<file path="src/design/assert_macros.svh">
// Concurrent assertion macros used by the parser top level.
`ifndef ASSERT_MACROS_SVH
`define ASSERT_MACROS_SVH

`ifndef ASSERT_OFF

`define ASSERT_SAME(label, clk, rst_n, ante, cons) \
	label: assert property (@(posedge clk) disable iff (!(rst_n)) (ante) |-> (cons)) \
		else $error("assertion failed: same-cycle implication");

`define ASSERT_NEXT(label, clk, rst_n, ante, cons) \
	label: assert property (@(posedge clk) disable iff (!(rst_n)) (ante) |=> (cons)) \
		else $error("assertion failed: next-cycle implication");

`else

`define ASSERT_SAME(label, clk, rst_n, ante, cons)

`define ASSERT_NEXT(label, clk, rst_n, ante, cons)

`endif

`endif

</file>
<file path="src/design/ipv4p_pkg.sv">
// Types and constants of the IPv4 dotted text parser.
package ipv4p_pkg;

	localparam logic [16:0] OCTET_LIMIT = 17'd255;
	localparam logic [16:0] PORT_LIMIT  = 17'd65535;
	localparam logic [16:0] ACC_SAT     = 17'd65536;

	localparam logic [7:0] CHAR_DOT   = 8'h2E;
	localparam logic [7:0] CHAR_COLON = 8'h3A;
	localparam logic [7:0] CHAR_ZERO  = 8'h30;
	localparam logic [7:0] CHAR_NINE  = 8'h39;

	typedef enum logic [2:0] {
		PH_OCT0  = 3'd0,
		PH_OCT1  = 3'd1,
		PH_OCT2  = 3'd2,
		PH_OCT3  = 3'd3,
		PH_PORT  = 3'd4,
		PH_DONE  = 3'd5,
		PH_ERROR = 3'd6
	} phase_t;

	typedef struct packed {
		phase_t      phase;
		logic        digit_seen;
		logic [16:0] acc;
		logic [31:0] addr;
	} parse_state_t;

	typedef struct packed {
		logic        ok;
		logic [31:0] address;
		logic [15:0] port;
	} parse_res_t;

	localparam parse_state_t PARSE_STATE_RESET = '{
		phase:      PH_OCT0,
		digit_seen: 1'b0,
		acc:        17'd0,
		addr:       32'd0
	};

endpackage

</file>
<file path="src/design/ipv4p_ifs.sv">
// Request channels of the parser: characters in, parse results out.
interface ipv4p_char_if;
	logic       valid;
	logic       ready;
	logic [7:0] character;
	logic       last;

	modport source (output valid, output character, output last, input ready);
	modport sink (input valid, input character, input last, output ready);
endinterface

interface ipv4p_res_if;
	logic        valid;
	logic        ready;
	logic        valid_res;
	logic [31:0] address;
	logic [15:0] port;

	modport source (output valid, output valid_res, output address, output port, input ready);
	modport sink (input valid, input valid_res, input address, input port, output ready);
endinterface

</file>
<file path="src/design/ipv4p_step.sv">
// Next-state and result logic for one text character.
module ipv4p_step
	import ipv4p_pkg::*;
(
	input  parse_state_t cur,
	input  logic [7:0]   character,
	output parse_state_t nxt,
	output parse_res_t   res
);

	logic        is_digit;
	logic [19:0] prod;
	logic [16:0] acc_dig;
	logic        octet_ok;
	parse_state_t after_octet;

	assign is_digit = (character >= CHAR_ZERO) && (character <= CHAR_NINE);
	assign prod = ({3'b0, cur.acc} << 3) + ({3'b0, cur.acc} << 1) + {16'b0, character[3:0]};
	assign acc_dig = (prod > {3'b0, ACC_SAT}) ? ACC_SAT : prod[16:0];
	assign octet_ok = cur.digit_seen && (cur.acc <= OCTET_LIMIT);

	always_comb begin
		after_octet = cur;
		after_octet.addr = {cur.addr[23:0], cur.acc[7:0]};
		after_octet.acc = 17'd0;
		after_octet.digit_seen = 1'b0;
	end

	always_comb begin
		nxt = cur;
		case (cur.phase)
			PH_OCT0, PH_OCT1, PH_OCT2, PH_OCT3: begin
				if (is_digit) begin
					nxt.acc = acc_dig;
					nxt.digit_seen = 1'b1;
				end else if (!octet_ok) begin
					nxt.phase = PH_ERROR;
				end else begin
					nxt = after_octet;
					if (cur.phase == PH_OCT3) begin
						nxt.phase = (character == CHAR_COLON) ? PH_PORT : PH_DONE;
					end else begin
						nxt.phase = (character == CHAR_DOT) ? phase_t'(cur.phase + 3'd1)
							: PH_ERROR;
					end
				end
			end
			PH_PORT: begin
				if (is_digit) begin
					nxt.acc = acc_dig;
					nxt.digit_seen = 1'b1;
				end else begin
					nxt.phase = (cur.digit_seen && cur.acc <= PORT_LIMIT) ? PH_DONE : PH_ERROR;
				end
			end
			default: begin
				nxt = cur;
			end
		endcase
	end

	always_comb begin
		res = '0;
		case (nxt.phase)
			PH_OCT3: begin
				if (nxt.digit_seen && nxt.acc <= OCTET_LIMIT) begin
					res.ok = 1'b1;
					res.address = {nxt.addr[23:0], nxt.acc[7:0]};
				end
			end
			PH_PORT: begin
				if (nxt.digit_seen && nxt.acc <= PORT_LIMIT) begin
					res.ok = 1'b1;
					res.address = nxt.addr;
					res.port = nxt.acc[15:0];
				end
			end
			PH_DONE: begin
				res.ok = 1'b1;
				res.address = nxt.addr;
				res.port = nxt.acc[15:0];
			end
			default: begin
				res = '0;
			end
		endcase
	end

endmodule

</file>
<file path="src/design/ipv4_dotted_text_parser.sv">
// Top level of the IPv4 dotted text parser with optional port.
//
//   channel  dir  payload                       request
//   chr      in   character[7:0], last          one text byte
//   res      out  valid_res, address[31:0],     one result per text
//                 port[15:0]
//
// One character is taken every cycle while chr.ready is high; the parse state
// update is a single multiply-by-ten add and phase step between the state and
// result registers. A result appears in the cycle after its last character is
// taken. arst_n clears the parse state and the result valid flag.
// chr.ready drops only while a result is held and res.ready is low.
`include "assert_macros.svh"

module ipv4_dotted_text_parser
	import ipv4p_pkg::*;
(
	input logic         clk,
	input logic         arst_n,
	ipv4p_char_if.sink  chr,
	ipv4p_res_if.source res
);

	parse_state_t st_q;
	parse_state_t st_nxt;
	parse_res_t   res_nxt;
	parse_res_t   res_q;
	logic         res_valid_q;
	logic         take;

	assign chr.ready = !res_valid_q || res.ready;
	assign take = chr.valid && chr.ready;

	ipv4p_step u_step (
		.cur       (st_q),
		.character (chr.character),
		.nxt       (st_nxt),
		.res       (res_nxt)
	);

	always_ff @(posedge clk or negedge arst_n) begin
		if (!arst_n) begin
			st_q <= PARSE_STATE_RESET;
			res_valid_q <= 1'b0;
		end else begin
			if (take) begin
				st_q <= chr.last ? PARSE_STATE_RESET : st_nxt;
			end
			if (take && chr.last) begin
				res_valid_q <= 1'b1;
			end else if (res.ready) begin
				res_valid_q <= 1'b0;
			end
		end
	end

	always_ff @(posedge clk) begin
		if (take && chr.last) begin
			res_q <= res_nxt;
		end
	end

	assign res.valid = res_valid_q;
	assign res.valid_res = res_q.ok;
	assign res.address = res_q.address;
	assign res.port = res_q.port;

	`ASSERT_SAME(a_err_zero, clk, arst_n, res.valid && !res.valid_res,
		res.address == 32'd0 && res.port == 16'd0)
	`ASSERT_NEXT(a_last_clears, clk, arst_n, take && chr.last,
		st_q == PARSE_STATE_RESET && res.valid)
	`ASSERT_NEXT(a_final_holds, clk, arst_n,
		(st_q.phase == PH_DONE || st_q.phase == PH_ERROR) && !(take && chr.last),
		$stable(st_q))

endmodule

</file>
<file path="src/flat_wrapper.sv">
// flat-port wrapper written by rule: the top's interface ports become plain ports
module ipv4_dotted_text_parser_flat import ipv4p_pkg::*;
  (clk, arst_n, chr_valid, chr_character, chr_last, chr_ready, res_valid, res_valid_res, res_address, res_port, res_ready);
  ipv4p_char_if chr_i ();
  ipv4p_res_if res_i ();
  input logic clk;
  input logic arst_n;
  input wire logic [$bits(chr_i.valid)-1:0] chr_valid;
  input wire logic [$bits(chr_i.character)-1:0] chr_character;
  input wire logic [$bits(chr_i.last)-1:0] chr_last;
  output wire logic [$bits(chr_i.ready)-1:0] chr_ready;
  output wire logic [$bits(res_i.valid)-1:0] res_valid;
  output wire logic [$bits(res_i.valid_res)-1:0] res_valid_res;
  output wire logic [$bits(res_i.address)-1:0] res_address;
  output wire logic [$bits(res_i.port)-1:0] res_port;
  input wire logic [$bits(res_i.ready)-1:0] res_ready;
  assign chr_i.valid = chr_valid;
  assign chr_i.character = chr_character;
  assign chr_i.last = chr_last;
  assign chr_ready = chr_i.ready;
  assign res_valid = res_i.valid;
  assign res_valid_res = res_i.valid_res;
  assign res_address = res_i.address;
  assign res_port = res_i.port;
  assign res_i.ready = res_ready;
  ipv4_dotted_text_parser u_core (.clk(clk), .arst_n(arst_n), .chr(chr_i), .res(res_i));
endmodule
</file>
<file path="config.mk">
export PLATFORM = sky130hd
export DESIGN_NAME = ipv4_dotted_text_parser_flat
export DESIGN_NICKNAME = d
export VERILOG_FILES = /design/src/design/ipv4p_pkg.sv /design/src/design/ipv4p_ifs.sv /design/src/design/ipv4p_step.sv /design/src/design/ipv4_dotted_text_parser.sv /design/src/flat_wrapper.sv
export VERILOG_INCLUDE_DIRS = /design/src /design/src/design
export SDC_FILE = /design/constraint.sdc
export NUM_CORES = 1
export LEC_CHECK = 0
export BUFFER_PORTS_ARGS = -buffer_cell sky130_fd_sc_hd__buf_2
export CELL_PAD_IN_SITES_DETAIL_PLACEMENT = 0
export CELL_PAD_IN_SITES_GLOBAL_PLACEMENT = 1
export CORE_MARGIN = 2
export CORE_UTILIZATION = 50
export CTS_BUF_LIST = sky130_fd_sc_hd__clkbuf_4 sky130_fd_sc_hd__clkbuf_8
export DETAILED_ROUTE_END_ITERATION = 8
export GPL_ROUTABILITY_DRIVEN = 0
export PLACE_DENSITY_LB_ADDON = 0.08
export SYNTH_ARGS = -nofsm -noshare
export SYNTH_HDL_FRONTEND = slang
export SYNTH_SLANG_ARGS = --single-unit
</file>
<file path="constraint.sdc">
create_clock -name clk -period 11.44 [get_ports clk]
set_input_delay 0.572 -clock clk [delete_from_list [all_inputs] [get_ports clk]]
set_output_delay 0.572 -clock clk [all_outputs]
set_load 0.01 [all_outputs]
</file>
**Word-level counts from Yosys, hierarchy flattened**

Index checks and enable logic that the tools add are counted.

- Output and inout port bits: 51
- Bits in registers: 103
- Input bits: 13
- Logic and storage cells: 60

- $lt $le $gt $ge: 7
- Equality and inequality tests: 9
- Reduce and logical (&&, ||, !) cells: 12
- Mux-type cells: 21
- Add/subtract/negate cells: 3

Operators by type and width:

| cell | number |
|---|---|
| $pmux W33 S3 | 1 |
| $mux W32 | 2 |
| $mux W53 | 1 |
| $mux W50 | 1 |
| $mux W49 | 1 |
| $pmux W21 S2 | 1 |
| $mux W18 | 2 |
| $le A17 B16 Y1 const B | 2 |
| $le A17 B8 Y1 const B | 2 |
| $mux W33 | 1 |
| $pmux W16 S2 | 1 |
| $add A20 B18 Y20 | 1 |
| $add A20 B4 Y20 | 1 |
| $gt A20 B17 Y1 const B | 1 |
| $mux W17 | 1 |
| $eq A8 B6 Y1 const B | 2 |
| $mux W3 | 5 |
| $eq A3 B2 Y1 const B | 3 |
| $eq A3 B3 Y1 const B | 3 |
| $ge A8 B6 Y1 const B | 1 |
| $le A8 B6 Y1 const B | 1 |
| $logic_and A1 B1 Y1 | 7 |
| $reduce_or A4 Y1 | 1 |
| $add A3 B1 Y3 const B | 1 |
| other kinds (7) | 9 |

**Longest topological paths before layout**

- Word-level depth: 10
- Gate-level depth with buffers: 14
- Mapped depth without buffers: 13

**By module**

Synthesis repeated with hierarchy kept, for this count alone.

- Cells, all modules: 617
- Area, all modules: 6835.3 sq um

Modules (own cells, without submodules):

| module | instances | sequential area each (sq um) | area each (sq um) | cells an instance |
|---|---|---|---|---|
| ipv4_dotted_text_parser | 1 | 2822.7 | 4111.4 | 224 |
| ipv4p_step | 1 | 0.0 | 2723.9 | 393 |

**Worst setup path before layout**

OpenSTA, ideal clock, no wires.

- Path type: input -> register
- Start: input port chr_character[3]
- End: register u_core.res_q, in the netlist u_core.res.address[0] (data pin)
- Cell stages on the path: 14
- Slack: 7.436 ns
- Buffers on the path: 1
- Arrival: 3.855 ns
- Required time: 11.290 ns
- Library setup time: 0.150 ns
- Cell sequence: inv_1 -> fa_1 -> inv_1 -> ha_1 -> a211oi_2 -> o211ai_2 -> a31oi_4 -> a31oi_1 -> xor2_1 -> nor4_4 -> a31oi_2 -> or3_1 -> buf_6 -> o22ai_2

RTL lines:

| item | RTL line | RTL |
|---|---|---|
| from (decl) | flat_wrapper.sv:9 | `input wire logic [$bits(chr_i.character)-1:0] chr_character;` |
| to (signal assigned) | ipv4_dotted_text_parser.sv:59 | `res_q <= res_nxt;` |
| to (decl) | ipv4_dotted_text_parser.sv:27 | `parse_res_t res_q;` |

==> results.md <==
* Clock Tree Root: clkbuf_8
* Total global routing overflow at 0
* Gr usage total at 0.218
* Slew Viols, Final at 0
* DRT antenna net count at 0
* Sequential power share at 0.565
* Clock latency on the worst-skew pair at 0.39 ns
* R2r setup slk at 6.74 ns
* Nets at 618
* Crit path max-delay family: compound AO/OA/AOI/OAI gates
* DRC viols at 0
* Largest net degree at the start of global routing at 55
* Status: finished, final reports clean
* Hold buffers post-CTS at 0
* H-tree levels at 3
* Adder-cell share of the synthesized area at 0.0889
* Post-synth EDFFs at 49
* Post_cts resized at 0
* Synthesized flop and latch total at 103
* Pre-CTS WS at 6.54 ns
* Final HPWL DP at 9.25 mm
* Drt wl/cell at 18.6 um
* R2r startpoint: u_core.st_q[34]$_DFFE_PN0P_
* Critical path peak fanout at 24
* Combinational family with the most area after synthesis: compound AO/OA/AOI/OAI gates
* Die width at 112 um
* CP Class: reg2reg
* Final hold viol count at 0
* Final period utilization at 0.411
* Final core occ at 0.564
* Most instantiated library cell after synthesis: a22o_1
* Worst hold margin at 0.318 ns
* Worst VDD drop at 118 uV
* CP most frequent cell: inv_1
* Mux cell area share after synthesis at 0.00863
* Min-delay worst type: in2async
* Non-filler cells, final at 713
* First-pass GRT wire length at 21.6 mm
* CP endpoint kind: flop
* Crit-path cells: inv_1, fa_1, inv_1, ha_1, a211oi_2, o211ai_2, a31oi_4, a31oi_1, xor2_1, nor4_4, a31oi_2, o32ai_4, a22o_1
* Clock skew at 0.0115 ns
* Post-CTS setup buffer count at 0
* Syn Std Cell Area at 5800 sq um
* Crit path buf inv count at 2
* XOR/XNOR share of the synthesized area at 0.0242
* Post-synth net total at 563
* TritonCTS buffer count at 9
* Ant diodes at 0
* Biggest area consumer among synthesized cells: edfxtp_1
* Final WS setup at 6.74 ns
* P_sw at 0.185 mW
* Vias in the first global route at 4185
* Synth unique cells at 67
* CP peak stage delay at 0.96 ns
* Logic pwr share at 0.098
* Syn Inst Count at 510
* Synth Area in Simple Gates at 0.112
* Layout area overhead at 10.6%
* CP startpoint kind: flop
* Synthesized area per cell at 11.4 sq um
* Die area at 12500 sq um
* I/O Buffers at 63
* Instance count on the critical path at 13
* Yosys warns at 0
* Setup Viol. Count Final at 0
* First-pass iteration count of the detailed router at 4
* DIE HEIGHT at 112 um
* P_leak at 2.80 nW
* Slew margin rel. at 0.256
* Worst path slowest cell: o32ai_4
* Clock network power share at 0.337
* Core Box Area at 11400 sq um
* Drt total wl at 13.3 mm
* CTS sink count at 103
* Cells after DPL at 697
* Share of the synthesized area in the top cell type at 0.254
* Compound-Gate Fraction of Synth Area at 0.246
* Layout cell share with drive strength beyond 1 at 0.193
* CTS clock-pin slew for the worst setup and hold paths at 0.10 ns
* Initial Util at 0.510
* Critical Path AT at 4.94 ns
* Setup TNS Final at 0 ns
* I/O pins at 64
* Vias at 4333
* Synth top area cells: edfxtp_1 25%, dfrtp_1 23%, a22o_1 9.5%
* Max-cap violations at 0
* Sequential fraction of the synthesis area at 0.487
* Crit path time final at 4.70 ns
* Main synth FF type: dfrtp_1
* Reg2Reg Depth at 13
* Drt first-iter violations at 363
* RSZ-0062 raised after global routing: no
* Worst-Margin Slew at 1.12 ns
* Max Clk Rate at 213 MHz
* Post-synth ARST share at 0.524
* Vias/cell at 6.08
* Initial antenna violation count at 0
* Cell Pwr Density at 111 nW/um^2
* Switching Fraction at 0.261
* R2r endpoint: u_core.res.address[23]$_DFFE_PP_
* Internal at 0.525 mW
* CTS tree: built
* Most frequent cells after synthesis: 63 x a22o_1, 54 x dfrtp_1, 49 x edfxtp_1, 40 x nand2_1, 38 x ha_1
* Row cnt at 39
* WP data required at 11.68 ns
* CTS Buffer Depth at 2
## cell families (layout without fill, tap and decap cells)
logic type | count (synthesis) | count (layout)
buffers and inverters | 40 | 100
AOI/OAI and AO/OA | 182 | 182
xor gates and xnor gates | 16 | 16
muxes | 5 | 5
and+or+nand+nor | 124 | 124
DFF | 103 | 103
adders and majority gates | 40 | 40
## area by class of cell
class	instances	area, sq um
Timing Repair Buffer	68	353
Clock buffer	10	131
Sequential cell	103	2820
Clock inverter	6	75.1
Multi-Input combinational cell	367	2790
Inverter	16	60.1
Fill cell	986	4960
Tap cell	143	179
## metal layers
metal,vias to the layer above,part of all wire,global-route usage
met1,2120,0.45,0.286
met4,0,0.026,0.0881
met5,-,0,0
li1,2071,-,-
met2,120,0.48,0.348
met3,22,0.044,0.0539
## stage by stage
step | power, mW | instance area (sq um)
3_5_place_dp | 0.479 | 6210
6_report | 0.710 | 6410
3_3_place_gp | 0.477 | 6210
5_1_grt | 0.737 | 6410
4_1_cts | 0.717 | 6410
2_1_floorplan | 0.452 | 5800
## power groups by stage
stage / logic, mW / clock network [mW] / registers, mW
2_1_floorplan: 0.0403 / 0 / 0.411
3_3_place_gp: 0.0689 / 0 / 0.408
3_5_place_dp: 0.0697 / 0 / 0.409
4_1_cts: 0.0700 / 0.246 / 0.401
5_1_grt: 0.0778 / 0.257 / 0.402
6_report: 0.0695 / 0.240 / 0.401
## worst reg2reg max path, stage by stage (launching register included)
cell	delay, ns
dfrtp_1	0.47
inv_1	0.10
fa_1	0.56
inv_1	0.06
ha_1	0.32
a211oi_2	0.29
o211ai_2	0.17
a31oi_4	0.26
a31oi_1	0.13
xor2_1	0.20
nor4_4	0.57
a31oi_2	0.22
o32ai_4	0.96
a22o_1	0.25
## state kept, by name (all words and copies together) (netlist names)
name	count
u_core.res.address	32
u_core.res.valid_res	1
u_core.st_q	53
u_core.res.valid	1
u_core.res.port	16
## layout by cell type, fill, tap and decap left out, drive strengths merged, types with 2 or more instances in the layout
cell type,count
edfxtp,49
dfrtp,54
clkbuf,10
a21o,4
nor4,4
or3,5
xnor2,8
nand4,2
o211ai,5
o22ai,12
fa,2
nor3,5
nor2,32
or4,5
a22oi,16
a22o,63
or2,3
a21boi,2
nor3b,2
o21ai,29
o211a,2
nand3,8
and2,4
nand2b,7
ha,38
buf,68
nand2,40
o31ai,2
and4,2
inv,20
a41oi,3
a31oi,4
mux2i,5
a21oi,27
xor2,8
a211oi,2
## worst max-delay path by stage
stage / from / endpoint / slack (ns)
3_3_place_gp: chr_character[3] / u_core.res.address[31]$_DFFE_PP_ / 6.62
6_report: u_core.st_q[34]$_DFFE_PN0P_ / u_core.res.address[23]$_DFFE_PP_ / 6.74
5_1_grt: u_core.st_q[34]$_DFFE_PN0P_ / u_core.res.address[17]$_DFFE_PP_ / 6.42
4_1_cts: u_core.st_q[34]$_DFFE_PN0P_ / u_core.res.address[21]$_DFFE_PP_ / 6.72
3_5_place_dp: chr_character[3] / u_core.res.address[11]$_DFFE_PP_ / 6.54
2_1_floorplan: chr_character[3] / u_core.res.address[0]$_DFFE_PP_ / 7.44
(Power assumes the default switching activity.)
